===== config.mk =====
export PLATFORM = sky130hd
export DESIGN_NAME = fdg_ctrl
export DESIGN_NICKNAME = d
export VERILOG_FILES = /design/src/rtl/fdg_pkg.sv /design/src/rtl/fdg_ctrl.sv
export SDC_FILE = /design/constraint.sdc
export NUM_CORES = 1
export LEC_CHECK = 0
export ABC_AREA = 1
export ABC_CLOCK_PERIOD_IN_PS = 6800
export BUFFER_PORTS_ARGS = -buffer_cell sky130_fd_sc_hd__buf_2
export CORE_ASPECT_RATIO = 2
export CORE_MARGIN = 4
export CORE_UTILIZATION = 50
export DETAILED_ROUTE_END_ITERATION = 8
export GPL_TIMING_DRIVEN = 0
export HOLD_SLACK_MARGIN = 0.08
export PLACE_DENSITY_LB_ADDON = 0.25
export SLEW_MARGIN = 20
export SYNTH_ARGS = -nofsm -noshare
export SYNTH_HDL_FRONTEND = slang
export SYNTH_SLANG_ARGS = --single-unit

===== constraint.sdc =====
create_clock -name aclk -period 6.8 [get_ports aclk]
set_input_delay 0.34 -clock aclk [delete_from_list [all_inputs] [get_ports aclk]]
set_output_delay 0.34 -clock aclk [all_outputs]
set_load 0.02 [all_outputs]

===== src/rtl/fdg_pkg.sv =====
// ----------------------------------------------------------------------------
// fdg_pkg
// Shared types and constants for the fractional delay line with glide.
// ----------------------------------------------------------------------------
package fdg_pkg;

    // Field widths fixed by the interface
    localparam int LEN_W = 21;
    localparam int CFG_W = 13;
    localparam int REQ_W = 2;

    // Parameter defaults
    localparam int DEF_DEPTH       = 4096;
    localparam int DEF_SAMPLE_BITS = 24;
    localparam int DEF_FRAC_BITS   = 8;

    // Result buffer
    localparam int OUT_DEPTH = 4;
    localparam int OUT_CNT_W = 3;

    // Request codes
    localparam logic [REQ_W-1:0] REQ_PROCESS  = 2'd0;
    localparam logic [REQ_W-1:0] REQ_SET_GOAL = 2'd1;
    localparam logic [REQ_W-1:0] REQ_SET_NOW  = 2'd2;

    // Per-stage control for one store read
    typedef struct packed {
        logic valid;  // item occupies this stage
        logic proc;   // item is a sample process request
        logic hit;    // entry read in this stage was written since reset
    } fdg_rd_t;

endpackage


===== src/rtl/fdg_ctrl.sv =====
// ----------------------------------------------------------------------------
// fdg_ctrl
// Request sequencer: delay glide and clamping, read address generation,
// write pointer and fill mark of the delay store, input flow control.
// ----------------------------------------------------------------------------
module fdg_ctrl #(
    parameter int DEPTH       = 4096,
    parameter int SAMPLE_BITS = 24,
    parameter int FRAC_BITS   = 8
) (
    input  logic                         aclk,
    input  logic                         aresetn,
    // configuration
    input  logic                         cfg_wr_en,
    input  logic [fdg_pkg::CFG_W-1:0]    cfg_wr_data,
    // request channel
    input  logic                         s_valid,
    output logic                         s_ready,
    input  logic [fdg_pkg::REQ_W-1:0]    s_req_type,
    input  logic [SAMPLE_BITS-1:0]       s_sample_in,
    input  logic [fdg_pkg::LEN_W-1:0]    s_length_value,
    // result buffer occupancy
    input  logic [fdg_pkg::OUT_CNT_W-1:0] out_count,
    // store ports
    output logic                         ram_wr_en,
    output logic [$clog2(DEPTH)-1:0]     ram_wr_addr,
    output logic [SAMPLE_BITS-1:0]       ram_wr_data,
    output logic                         ram_rd_en,
    output logic [$clog2(DEPTH)-1:0]     ram_rd_addr,
    // to interpolator
    output fdg_pkg::fdg_rd_t             rd_a,
    output fdg_pkg::fdg_rd_t             rd_b,
    output logic [FRAC_BITS-1:0]         frac_a,
    output logic [fdg_pkg::LEN_W-1:0]    cur_len_a
);

    import fdg_pkg::*;

    localparam int AW   = $clog2(DEPTH);
    localparam int LW   = $clog2(DEPTH + 1);
    localparam int DW   = LW + FRAC_BITS;
    localparam int EW   = ((DW > LEN_W) ? DW : LEN_W) + 1;
    localparam int CMPW = ((CFG_W > LW) ? CFG_W : LW) + 1;
    localparam int CW   = OUT_CNT_W + 1;

    localparam logic [1:0] PH_IDLE = 2'd0;
    localparam logic [1:0] PH_RD_A = 2'd1;
    localparam logic [1:0] PH_RD_B = 2'd2;

    localparam logic [DW-1:0] ONE_SAMPLE  = DW'(1) << FRAC_BITS;
    localparam logic [DW-1:0] HALF_SAMPLE = DW'(1) << (FRAC_BITS - 1);
    localparam logic [DW-1:0] RESET_LEN   = {LW'(DEPTH - 1), {FRAC_BITS{1'b0}}};

    logic [1:0]             phase_reg, phase_next;
    logic [LW-1:0]          len_reg, len_next;
    logic [AW-1:0]          wp_reg, wp_next;
    logic [LW-1:0]          fill_reg, fill_next;
    logic [DW-1:0]          now_reg, now_next;
    logic [DW-1:0]          goal_reg, goal_next;
    logic                   proc_reg;
    logic [SAMPLE_BITS-1:0] sample_reg;
    logic [AW-1:0]          prev_reg;
    fdg_rd_t                rd_a_reg, rd_a_next;
    fdg_rd_t                rd_b_reg, rd_b_next;
    logic [FRAC_BITS-1:0]   frac_reg;
    logic [LEN_W-1:0]       cur_len_reg;

    logic                   accept;
    logic [CW-1:0]          in_flight;
    logic                   room;
    logic [EW-1:0]          lv_ext, hi_ext, clamped_ext;
    logic [DW-1:0]          clamped;
    logic [DW:0]            glide_up;
    logic [DW-1:0]          glide_dn, glided;
    logic [CMPW-1:0]        cfg_ext, cfg_clamp;
    logic [LW-1:0]          cfg_len;
    logic [LW-1:0]          whole, whole_c, rd_off;
    logic [LW:0]            idx_sum, idx_w;
    logic [AW-1:0]          idx, prev;
    logic [LW-1:0]          len_m1;
    logic                   do_write;

    // flow control: every accepted item must find a slot in the result buffer
    assign in_flight = CW'(phase_reg != PH_IDLE) + CW'(rd_b_reg.valid);
    assign room      = (CW'(out_count) + in_flight) < CW'(OUT_DEPTH);
    assign s_ready   = ((phase_reg == PH_IDLE) || (phase_reg == PH_RD_B)) && room;
    assign accept    = s_valid && s_ready;

    // clamp requested delay to one sample .. buffer length
    assign lv_ext      = EW'(s_length_value);
    assign hi_ext      = EW'({len_reg, {FRAC_BITS{1'b0}}});
    assign clamped_ext = (lv_ext < EW'(ONE_SAMPLE)) ? EW'(ONE_SAMPLE) :
                         (lv_ext > hi_ext)          ? hi_ext : lv_ext;
    assign clamped     = DW'(clamped_ext);

    // glide current delay toward target by at most half a sample
    assign glide_up = {1'b0, now_reg} + {1'b0, HALF_SAMPLE};
    assign glide_dn = now_reg - HALF_SAMPLE;
    always_comb begin
        glided = now_reg;
        if (now_reg < goal_reg) begin
            glided = (glide_up > {1'b0, goal_reg}) ? goal_reg : glide_up[DW-1:0];
        end else if (now_reg > goal_reg) begin
            glided = (glide_dn < goal_reg) ? goal_reg : glide_dn;
        end
    end

    // clamp register write to 2 .. DEPTH
    assign cfg_ext   = CMPW'(cfg_wr_data);
    assign cfg_clamp = (cfg_ext < CMPW'(2))     ? CMPW'(2) :
                       (cfg_ext > CMPW'(DEPTH)) ? CMPW'(DEPTH) : cfg_ext;
    assign cfg_len   = LW'(cfg_clamp);

    // read positions: write pointer minus the whole delay, and one further back
    assign whole   = now_reg[DW-1:FRAC_BITS];
    assign whole_c = (whole > len_reg) ? len_reg : whole;
    assign rd_off  = len_reg - whole_c;
    assign idx_sum = {1'b0, LW'(wp_reg)} + {1'b0, rd_off};
    assign idx_w   = (idx_sum >= {1'b0, len_reg}) ? (idx_sum - {1'b0, len_reg}) : idx_sum;
    assign idx     = idx_w[AW-1:0];
    assign len_m1  = len_reg - LW'(1);
    assign prev    = (idx == '0) ? len_m1[AW-1:0] : (idx - AW'(1));

    assign do_write = (phase_reg == PH_RD_B) && proc_reg;

    always_comb begin
        phase_next = phase_reg;
        len_next   = len_reg;
        wp_next    = wp_reg;
        fill_next  = fill_reg;
        now_next   = now_reg;
        goal_next  = goal_reg;
        rd_a_next  = '{valid: (phase_reg == PH_RD_A), proc: proc_reg,
                       hit: (LW'(idx) < fill_reg)};
        rd_b_next  = '{valid: (phase_reg == PH_RD_B), proc: proc_reg,
                       hit: (LW'(prev_reg) < fill_reg)};

        case (phase_reg)
            PH_IDLE: begin
                if (accept) begin
                    phase_next = PH_RD_A;
                end
            end
            PH_RD_A: begin
                phase_next = PH_RD_B;
            end
            PH_RD_B: begin
                phase_next = accept ? PH_RD_A : PH_IDLE;
            end
            default: begin
                phase_next = PH_IDLE;
            end
        endcase

        // store the new sample and advance the write pointer
        if (do_write) begin
            if (LW'(wp_reg) == fill_reg) begin
                fill_next = fill_reg + LW'(1);
            end
            wp_next = ((LW'(wp_reg) + LW'(1)) >= len_reg) ? '0 : (wp_reg + AW'(1));
        end

        if (accept) begin
            case (s_req_type)
                REQ_PROCESS: begin
                    now_next = glided;
                end
                REQ_SET_GOAL: begin
                    goal_next = clamped;
                end
                REQ_SET_NOW: begin
                    now_next  = clamped;
                    goal_next = clamped;
                end
                default: begin
                    now_next = now_reg;
                end
            endcase
        end

        // restart pointer and delay on a register write
        if (cfg_wr_en) begin
            len_next  = cfg_len;
            wp_next   = '0;
            now_next  = {cfg_len - LW'(1), {FRAC_BITS{1'b0}}};
            goal_next = {cfg_len - LW'(1), {FRAC_BITS{1'b0}}};
        end
    end

    always_ff @(posedge aclk) begin
        if (!aresetn) begin
            phase_reg <= PH_IDLE;
            len_reg   <= LW'(DEPTH);
            wp_reg    <= '0;
            fill_reg  <= '0;
            now_reg   <= RESET_LEN;
            goal_reg  <= RESET_LEN;
            rd_a_reg  <= '0;
            rd_b_reg  <= '0;
        end else begin
            phase_reg <= phase_next;
            len_reg   <= len_next;
            wp_reg    <= wp_next;
            fill_reg  <= fill_next;
            now_reg   <= now_next;
            goal_reg  <= goal_next;
            rd_a_reg  <= rd_a_next;
            rd_b_reg  <= rd_b_next;
        end
    end

    always_ff @(posedge aclk) begin
        if (accept) begin
            proc_reg   <= (s_req_type == REQ_PROCESS);
            sample_reg <= s_sample_in;
        end
        if (phase_reg == PH_RD_A) begin
            prev_reg    <= prev;
            frac_reg    <= now_reg[FRAC_BITS-1:0];
            cur_len_reg <= LEN_W'(now_reg);
        end
    end

    assign ram_wr_en   = do_write;
    assign ram_wr_addr = wp_reg;
    assign ram_wr_data = sample_reg;
    assign ram_rd_en   = proc_reg &&
                         ((phase_reg == PH_RD_A) || (phase_reg == PH_RD_B));
    assign ram_rd_addr = (phase_reg == PH_RD_A) ? idx : prev_reg;

    assign rd_a      = rd_a_reg;
    assign rd_b      = rd_b_reg;
    assign frac_a    = frac_reg;
    assign cur_len_a = cur_len_reg;

endmodule


Word-level counts from Yosys, hierarchy flattened
Index checks and enable logic that the tools add are counted.
- word-level logic and storage cells: 97
- register bits: 153
- output and inout bits: 86
- bitwise operators: 1
- magnitude comparators: 14
- muxes and demuxes: 22
- reduce and logical (&&, ||, !) cells: 21
- equality and inequality tests: 8
- add/subtract/negate cells: 13
- operators with widths (cell ; count):
    $mux 21 ; 11
    $mux 12 ; 4
    $gt 21x21->1 ; 2
    $lt 21x21->1 ; 2
    $pmux 21 s2 ; 1
    $mux 13 ; 3
    $lt 12x13->1 ; 2
    $sub 12x1->12 const B ; 2
    $add 21x8->22 const B ; 1
    $gt 22x21->1 ; 1
    $lt 21x9->1 const B ; 1
    $sub 21x8->21 const B ; 1
    $add 12x13->14 ; 1
    $ge 14x13->1 ; 1
    $add 12x1->13 const B ; 1
    $add 13x1->13 const B ; 1
    $eq 12x13->1 ; 1
    $ge 13x13->1 ; 1
    $gt 13x13->1 ; 1
    $gt 13x13->1 const B ; 1
    $lt 13x2->1 const B ; 1
    $sub 13x1->13 const B ; 1
    $sub 13x13->13 ; 1
    $add 12x1->12 const B ; 1
    22 further kinds ; 36

Longest topological paths before layout
Gate-level depths: netlist of the first run.
- word-level depth: 8
- gate-level depth with buffers: 54
- depth with buffers taken out: 52

Worst setup path before layout of the first run
OpenSTA, ideal clock, no wires.
- kind: register to register
- start point: reg len_reg[1]
- end point: reg prev_reg[10] (data pin)
- setup time: 0.253 ns
- data arrival time: 6.487 ns
- buffers on the path: 2
- stages on the path, launching flop included: 47
- period minus slack after synthesis: 6.740 ns
- path slack: 0.060 ns
- cells stage by stage: dfxtp_1 inv_1 ha_1 nand3_1 nor3_1 a32o_1 clkbuf_1 nand2_1 o21ai_0 ha_1 inv_1 fa_1 and3_1 nor2_1 inv_1 a31oi_1 xnor2_1 ha_1 [... 11 more ...] nand2_1 nand2_1 a21oi_4 nand2_2 buf_6 nand2_1 nand2_2 nand2_2 nor2_1 nand3_1 nor2_1 nor2_2 ha_1 nand2_1 nor2_4 nand3_1 nand2_1 nand2_1
- cells in the longest elaborated chain, start to end: 8
- elaborated cells between the ends (all ways): 11
- RTL lines (element ; RTL line ; RTL):
    from (decl) ; fdg_ctrl.sv:55 ; logic [LW-1:0] len_reg, len_next;
    from (signal assigned) ; fdg_ctrl.sv:193 ; len_reg <= LW'(DEPTH);
    from (signal assigned) ; fdg_ctrl.sv:202 ; len_reg <= len_next;
    $gt 13x13->1 ; fdg_ctrl.sv:116 ; assign whole_c = (whole > len_reg) ? len_reg : whole;
    $mux 13 ; fdg_ctrl.sv:116 ;
    $sub 13x13->13 ; fdg_ctrl.sv:117 ; assign rd_off = len_reg - whole_c;
    $add 12x13->14 ; fdg_ctrl.sv:118 ; assign idx_sum = {1'b0, LW'(wp_reg)} + {1'b0, rd_off};
    $sub 12x12->12 / $ge 14x13->1 (equally long branches) ; fdg_ctrl.sv:119 ; assign idx_w = (idx_sum >= {1'b0, len_reg}) ? (idx_sum - {1'b0, len_reg}) : idx_sum;
    $mux 12 ; fdg_ctrl.sv:119 ;
    $sub 12x1->12 / $logic_not 12->1 (equally long branches) ; fdg_ctrl.sv:122 ; assign prev = (idx == '0) ? len_m1[AW-1:0] : (idx - AW'(1));
    $mux 12 (*) ; fdg_ctrl.sv:122 ;
    net prev[10] ; fdg_ctrl.sv:79 ; logic [AW-1:0] idx, prev;
    to (signal assigned) ; fdg_ctrl.sv:218 ; prev_reg <= prev;
    to (decl) ; fdg_ctrl.sv:62 ; logic [AW-1:0] prev_reg;
Mark *: on every way through the listed nets, which the timed path passes. The rest lies on a longest branch.
A chain may end at the register's enable or synchronous reset.

Final worst setup path of the first run
- start point: reg len_reg[2]
- end point: reg prev_reg[10] (data pin)
Same word-level chain as after synthesis.

==> results_dict.tcl, run 1 <==
set metrics [dict create \
    status "finished with violations" \
    setup_viol 25 \
    r2r_cells 48 \
    p_comb_frac 0.602 \
    maxSlewViolCount 0 \
    synthCells 1765 \
    wl_per_cell_um 21.4 \
    core_um2 24900 \
    grt_pass1_vias 13700 \
    min-delay-start "s_length_value[2]" \
    fin_area_um2 16400 \
    synth_warnings 0 \
    cp_data_required_time_ps 7010 \
    ys_ff_latch 145 \
    p_leak_nw 7.63 \
    dpl_cell_area_um2 13800 \
    r2r-start "len_reg[2]$_SDFFE_PN0P_" \
    max_freq_mhz 136 \
    vias_per_cell 5.84 \
    critical_path_arrival_ps 7560 \
    layout_commonest_cell "nand2_1" \
    layout_common_cells "nand2_1 (284), inv_1 (224), nor2_1 (155), buf_2 (143), ha_1 (141)" \
    post-route-min-period_ps 7350 \
    cts-htree-levels 4 \
    dieArea_um2 28000 \
    synth_fp_nets 1995 \
    switchingPower_w 0.00233 \
    io_pins 153 \
    critPathCaptureType "flip-flop" \
    cts_max_path_buffers 2 \
    fin_tns_setup_ps -8490 \
    synth_top_area_cell "ha_1" \
    synth_ff_type "dfxtp_1" \
    synth.area.top_cells "ha_1 (16%), dfxtp_1 (14%), edfxtp_1 (14%), nand2_1 (9.7%), inv_1 (7.5%)" \
    maxSlewHeadroom 0.330 \
    fin_crit_sh 1.08 \
    swShare 0.461 \
    power_density_nw_per_um2 308 \
    wl_um 51200 \
    p_int_w 0.00272 \
    maxCapViolCount 0 \
    cts_root_buffer "clkbuf_16" \
    antenna_found_initial 0 \
    critPathLaunchType "flip-flop" \
    timing_worst_setup_path_type "reg2reg" \
    sequentialPowerShare 0.207 \
    first_iter_violations 1145 \
    slowest_stage "dfxtp_4" \
    die_x_um 120 \
    grt_pass1_wl_um 72300 \
    synth-edff-count 58 \
    synth.avg_cell_area_um2 7.14 \
    clk_pin_slew_ps 70 \
    cts_sinks 145 \
    cp_max_fo 7 \
    place_hpwl_um 37100 \
    crit_path_max_incr_delay_ps 380 \
    gp_congestion 1.01 \
    largest_register_ff_count 24 \
    dr_total_vias 14000 \
    preCtsSetupSlack_ps -1680 \
    fp-row-count 82 \
    grt_max_degree 26 \
    synth_top_area_share 0.159 \
    finClkSkew_ps 9.65 \
    crit_start "len_reg[2]$_SDFFE_PN0P_" \
    areaGrowthSynthToFinish_pct 30.3 \
    violations "setup timing" \
    track_usage 0.342 \
    cts_made_buffers 17 \
    holdPathStages 3 \
    firstDrtPassIters 6 \
    synth_cell_types 58 \
    clk_latency_ps 460 \
    peakVddDrop_mv 0.271 \
    antennaDiodeCount 0 \
    die_h_um 233 \
    cts_tree "built" \
    drc_errors 0 \
    start_util 0.505 \
    synthArstFlopShare 0 \
    setup_ws_ps -547 \
    grt_overflow_total 0 \
    rsz0062_at_grt "yes" \
    hold_ws_ps 187 \
    hold_viol_final 0 \
    fillerInstances 2123 \
    tightest_slew_ps 1000 \
    fin_nets 2273 \
    portBuffers 151 \
    yosysSeqAreaShare 0.276 \
    layout-drive-gt1-share 0.248 \
    synth.cell_area_um2 12600 \
    p_clk_frac 0.191 \
    ant_nets 0 \
    hold_path_class "in2reg" \
]
[power groups by stage]
stage	sequential, W	clock, W	combinational (W)
after floorplan	0.00106	0	0.00144
after global placement	0.00106	0	0.00194
after detailed placement	0.00106	0	0.00199
after CTS	0.00104	0.000957	0.00248
after global routing	0.00105	0.000994	0.00327
final	0.00105	0.000965	0.00305
[final timing paths]
| check | to | slack (ps) |
|---|---|---|
| hold reg to reg | frac_a[0]$_DFFE_PP_ | 470 |
| setup reg to reg | prev_reg[10]$_DFFE_PP_ | -550 |
| hold / removal | goal_reg[2]$_SDFFE_PP0P_ | 190 |
| setup / recovery | prev_reg[10]$_DFFE_PP_ | -550 |
[through the flow]
step           total power (W)  std cells   util
6_report               0.00506       2392  0.659
3_3_place_gp           0.00300       2252  0.553
5_1_grt                0.00531       2392  0.659
4_1_cts                0.00448       2364  0.627
2_1_floorplan          0.00249       1765      -
3_5_place_dp           0.00305       2253  0.554
[synthesized netlist by cell type (all sizes together) (5+ instances only)]
cell	n
o21ai	124
ha	160
o2111ai	6
a31oi	7
a211oi	11
nor2	182
inv	253
edfxtp	58
dfxtp	87
clkbuf	34
nand3	91
nor3	30
a21oi	154
o22ai	8
o21a	5
nand4	36
nand2	346
buf	18
nor4	12
o211ai	23
xor2	65
xnor2	14
[metal layers]
layer  global-route usage  part of all wire  up-vias
met3               0.0635             0.063      363
met1                0.289              0.30     6358
met4                0.353              0.13        0
met2                0.632              0.51      744
met5                    0                 0        -
li1                     -                 -     6512
[repair_timing]
item,CTS,global route
endpoints found under the hold margin,24,0
setup endpoints to repair,25,25
resized for setup,171,138
cloned,3,1
pin swaps,62,84
hold buffers,24,0
buffers inserted,52,29
[cells by family after synthesis]
| group | share of synthesized area |
|---|---|
| xor gates and xnor gates | 0.0549 |
| adders and majority gates | 0.164 |
| buffers and inverters | 0.0965 |
| AOI/OAI and AO/OA | 0.164 |
| and+or+nand+nor | 0.245 |
| DFF | 0.276 |
[final cells by class]
| class | instances | area, um^2 | area share |
|---|---|---|---|
| inverter | 255 | 1000 | 0.0612 |
| multi-input combinational | 1314 | 8850 | 0.539 |
| sequential | 145 | 3520 | 0.214 |
| clock inverter | 14 | 155 | 0.00945 |
| buffer | 52 | 280 | 0.0171 |
| clock buffer | 18 | 429 | 0.0261 |
| timing repair buffer | 258 | 1760 | 0.107 |
| tap | 336 | 420 | 0.0256 |
[critical path: cells and delay by family (launching register included)]
family	cells	cell delay [ps]
buffers and inverters	9	940
and+or+nand+nor	22	2280
AOI/OAI and AO/OA	11	1900
xor gates and xnor gates	2	460
adders and majority gates	4	1100
DFF	1	380
Power figures use the tool's default switching activity.
==> inputs of run 2 (changes only) <==
Settings changed: SETUP_SLACK_MARGIN from default to 0.1.
==> run 2 against run 1 <==
The run still ends with setup timing left. Routed wire length increased by 2.0%. Global-route usage increased by 0.65 points. Design area decreased by 0.22%. Non-clock buffer count unchanged. Clock skew about the same. Die area unchanged. Cell count increased by 0.17%. Via count increased by 0.72%. Critical endpoint is now prev_reg[11]$_DFFE_PP_.
==> results_dict.tcl, run 2 (same netlist as run 1, synthesis figures left out) <==
set metrics [dict create \
    status "finished with violations" \
    violations "setup timing" \
    ant_nets 0 \
    dpl_cell_area_um2 13800 \
    clk_latency_ps 460 \
    peakVddDrop_mv 0.256 \
    p_leak_nw 7.64 \
    fp-row-count 82 \
    layout_commonest_cell "nand2_1" \
    gp_congestion 1.03 \
    min-delay-start "s_length_value[3]" \
    max_freq_mhz 135 \
    layout_common_cells "nand2_1 (285), inv_1 (226), nor2_1 (158), buf_2 (142), ha_1 (139)" \
    fin_nets 2275 \
    fin_area_um2 16400 \
    layout-drive-gt1-share 0.243 \
    grt_overflow_total 0 \
    r2r_end "prev_reg[11]$_DFFE_PP_" \
    cp_max_fo 5 \
    start_util 0.505 \
    cts_tree "built" \
    fin_crit_sh 1.09 \
    cts_made_buffers 17 \
    clk_pin_slew_ps 70 \
    wl_um 52200 \
    final_util 0.657 \
    critPathCaptureType "flip-flop" \
    die_h_um 233 \
    vias_per_cell 5.88 \
    rsz0062_at_grt "yes" \
    setup_ws_ps -581 \
    place_hpwl_um 37200 \
    grt_pass1_wl_um 73600 \
    r2r_cells 45 \
    holdPathEnd "goal_reg[3]$_SDFFE_PP0P_" \
    antenna_found_initial 1 \
    dieArea_um2 28000 \
    critPathLaunchType "flip-flop" \
    cts-htree-levels 4 \
    die_x_um 120 \
    hold_viol_final 0 \
    largest_register_ff_count 24 \
    cts_sinks 145 \
    r2r_slack_ps -580 \
    hold_path_class "in2reg" \
    critical_path_arrival_ps 7600 \
    tightest_slew_ps 987 \
    cts_root_buffer "clkbuf_16" \
    holdPathStages 3 \
    firstDrtPassIters 6 \
    finClkSkew_ps 9.69 \
    first_iter_violations 1002 \
    wl_per_cell_um 21.8 \
    post-route-min-period_ps 7380 \
    maxSlewViolCount 0 \
    maxSlewHeadroom 0.325 \
    track_usage 0.348 \
    drc_errors 0 \
    dr_total_vias 14100 \
    cts_max_path_buffers 2 \
    cp_data_required_time_ps 7020 \
    power_density_nw_per_um2 312 \
    areaGrowthSynthToFinish_pct 30.0 \
    slowest_stage "dfxtp_2" \
    grt_pass1_vias 14000 \
    timing_worst_setup_path_type "reg2reg" \
    maxCapViolCount 0 \
    grt_max_degree 26 \
    setup_viol 25 \
    crit_path_max_incr_delay_ps 360 \
    r2r-start "len_reg[10]$_SDFFE_PN0P_" \
    design_power_total_w 0.00511 \
    io_pins 153 \
    portBuffers 151 \
    crit_top_cell "nand2_1" \
    core_um2 24900 \
]
run 2: metal layers:
| layer | up-vias | global-route usage | share of wire |
|---|---|---|---|
| li1 | 6509 | - | - |
| met1 | 6425 | 0.292 | 0.30 |
| met2 | 748 | 0.633 | 0.51 |
| met3 | 394 | 0.0761 | 0.067 |
| met4 | 2 | 0.370 | 0.13 |
| met5 | - | 0 | 0.00029 |
run 2: critical path, delay by kind of cell (launching register included):
family                   cells  cell delay (ps)
buffers and inverters        8              950
flip-flops                   1              360
AO/OA/AOI/OAI               12             2220
adder cells (fa/ha/maj)      4             1150
XOR/XNOR                     2              480
AND/OR/NAND/NOR             19             1910
run 2: worst max path at each step:
| stage | startpoint | end | slack [ps] | depth (start not counted) |
|---|---|---|---|---|
| 5_1_grt | len_reg[10]$_SDFFE_PN0P_ | prev_reg[11]$_DFFE_PP_ | -840 | 47 |
| 2_1_floorplan | len_reg[4]$_SDFFE_PN0P_ | prev_reg[10]$_DFFE_PP_ | 100 | 51 |
| 4_1_cts | len_reg[4]$_SDFFE_PN0P_ | prev_reg[8]$_DFFE_PP_ | -230 | 48 |
| 3_5_place_dp | len_reg[3]$_SDFFE_PN0P_ | prev_reg[10]$_DFFE_PP_ | -1590 | 49 |
| 6_report | len_reg[10]$_SDFFE_PN0P_ | prev_reg[11]$_DFFE_PP_ | -580 | 45 |
| 3_3_place_gp | len_reg[3]$_SDFFE_PN0P_ | prev_reg[10]$_DFFE_PP_ | -1480 | 49 |
run 2: what timing repair did:
item / in CTS / in global routing
hold buffers: 24 / 0
cloned: 5 / 1
endpoints found under the setup margin: 25 / 25
pin swaps: 67 / 60
gates resized for setup: 186 / 100
endpoints found under the hold margin: 24 / 0
buffers inserted: 59 / 23
run 2: where the power goes:
part           switching, W  internal (W)
combinational       0.00193       0.00122
sequential        0.0000637      0.000989
clock              0.000422      0.000488
run 2: cell type report:
| class | instances | area [um^2] |
|---|---|---|
| repair buffers | 258 | 1780 |
| plain buffers | 52 | 284 |
| inverters | 255 | 1000 |
| multi-input cells | 1316 | 8820 |
| well taps | 336 | 420 |
| clock inverters | 12 | 98.8 |
| diodes | 2 | 5.00 |
| fillers | 2085 | 8540 |
| flip-flops and latches | 145 | 3520 |
| clock buffers | 20 | 450 |
run 2: metrics by stage:
step                std cells  hold slack [ps]  setup WS, ps  setup TNS (ps)
global route             2394              185          -840          -15920
global placement         2252              445         -1480          -22570
finish                   2396              183          -581           -9300
CTS                      2372              174          -227           -2930
floorplan                1765              425           105               0
detailed placement       2253              456         -1590          -24600
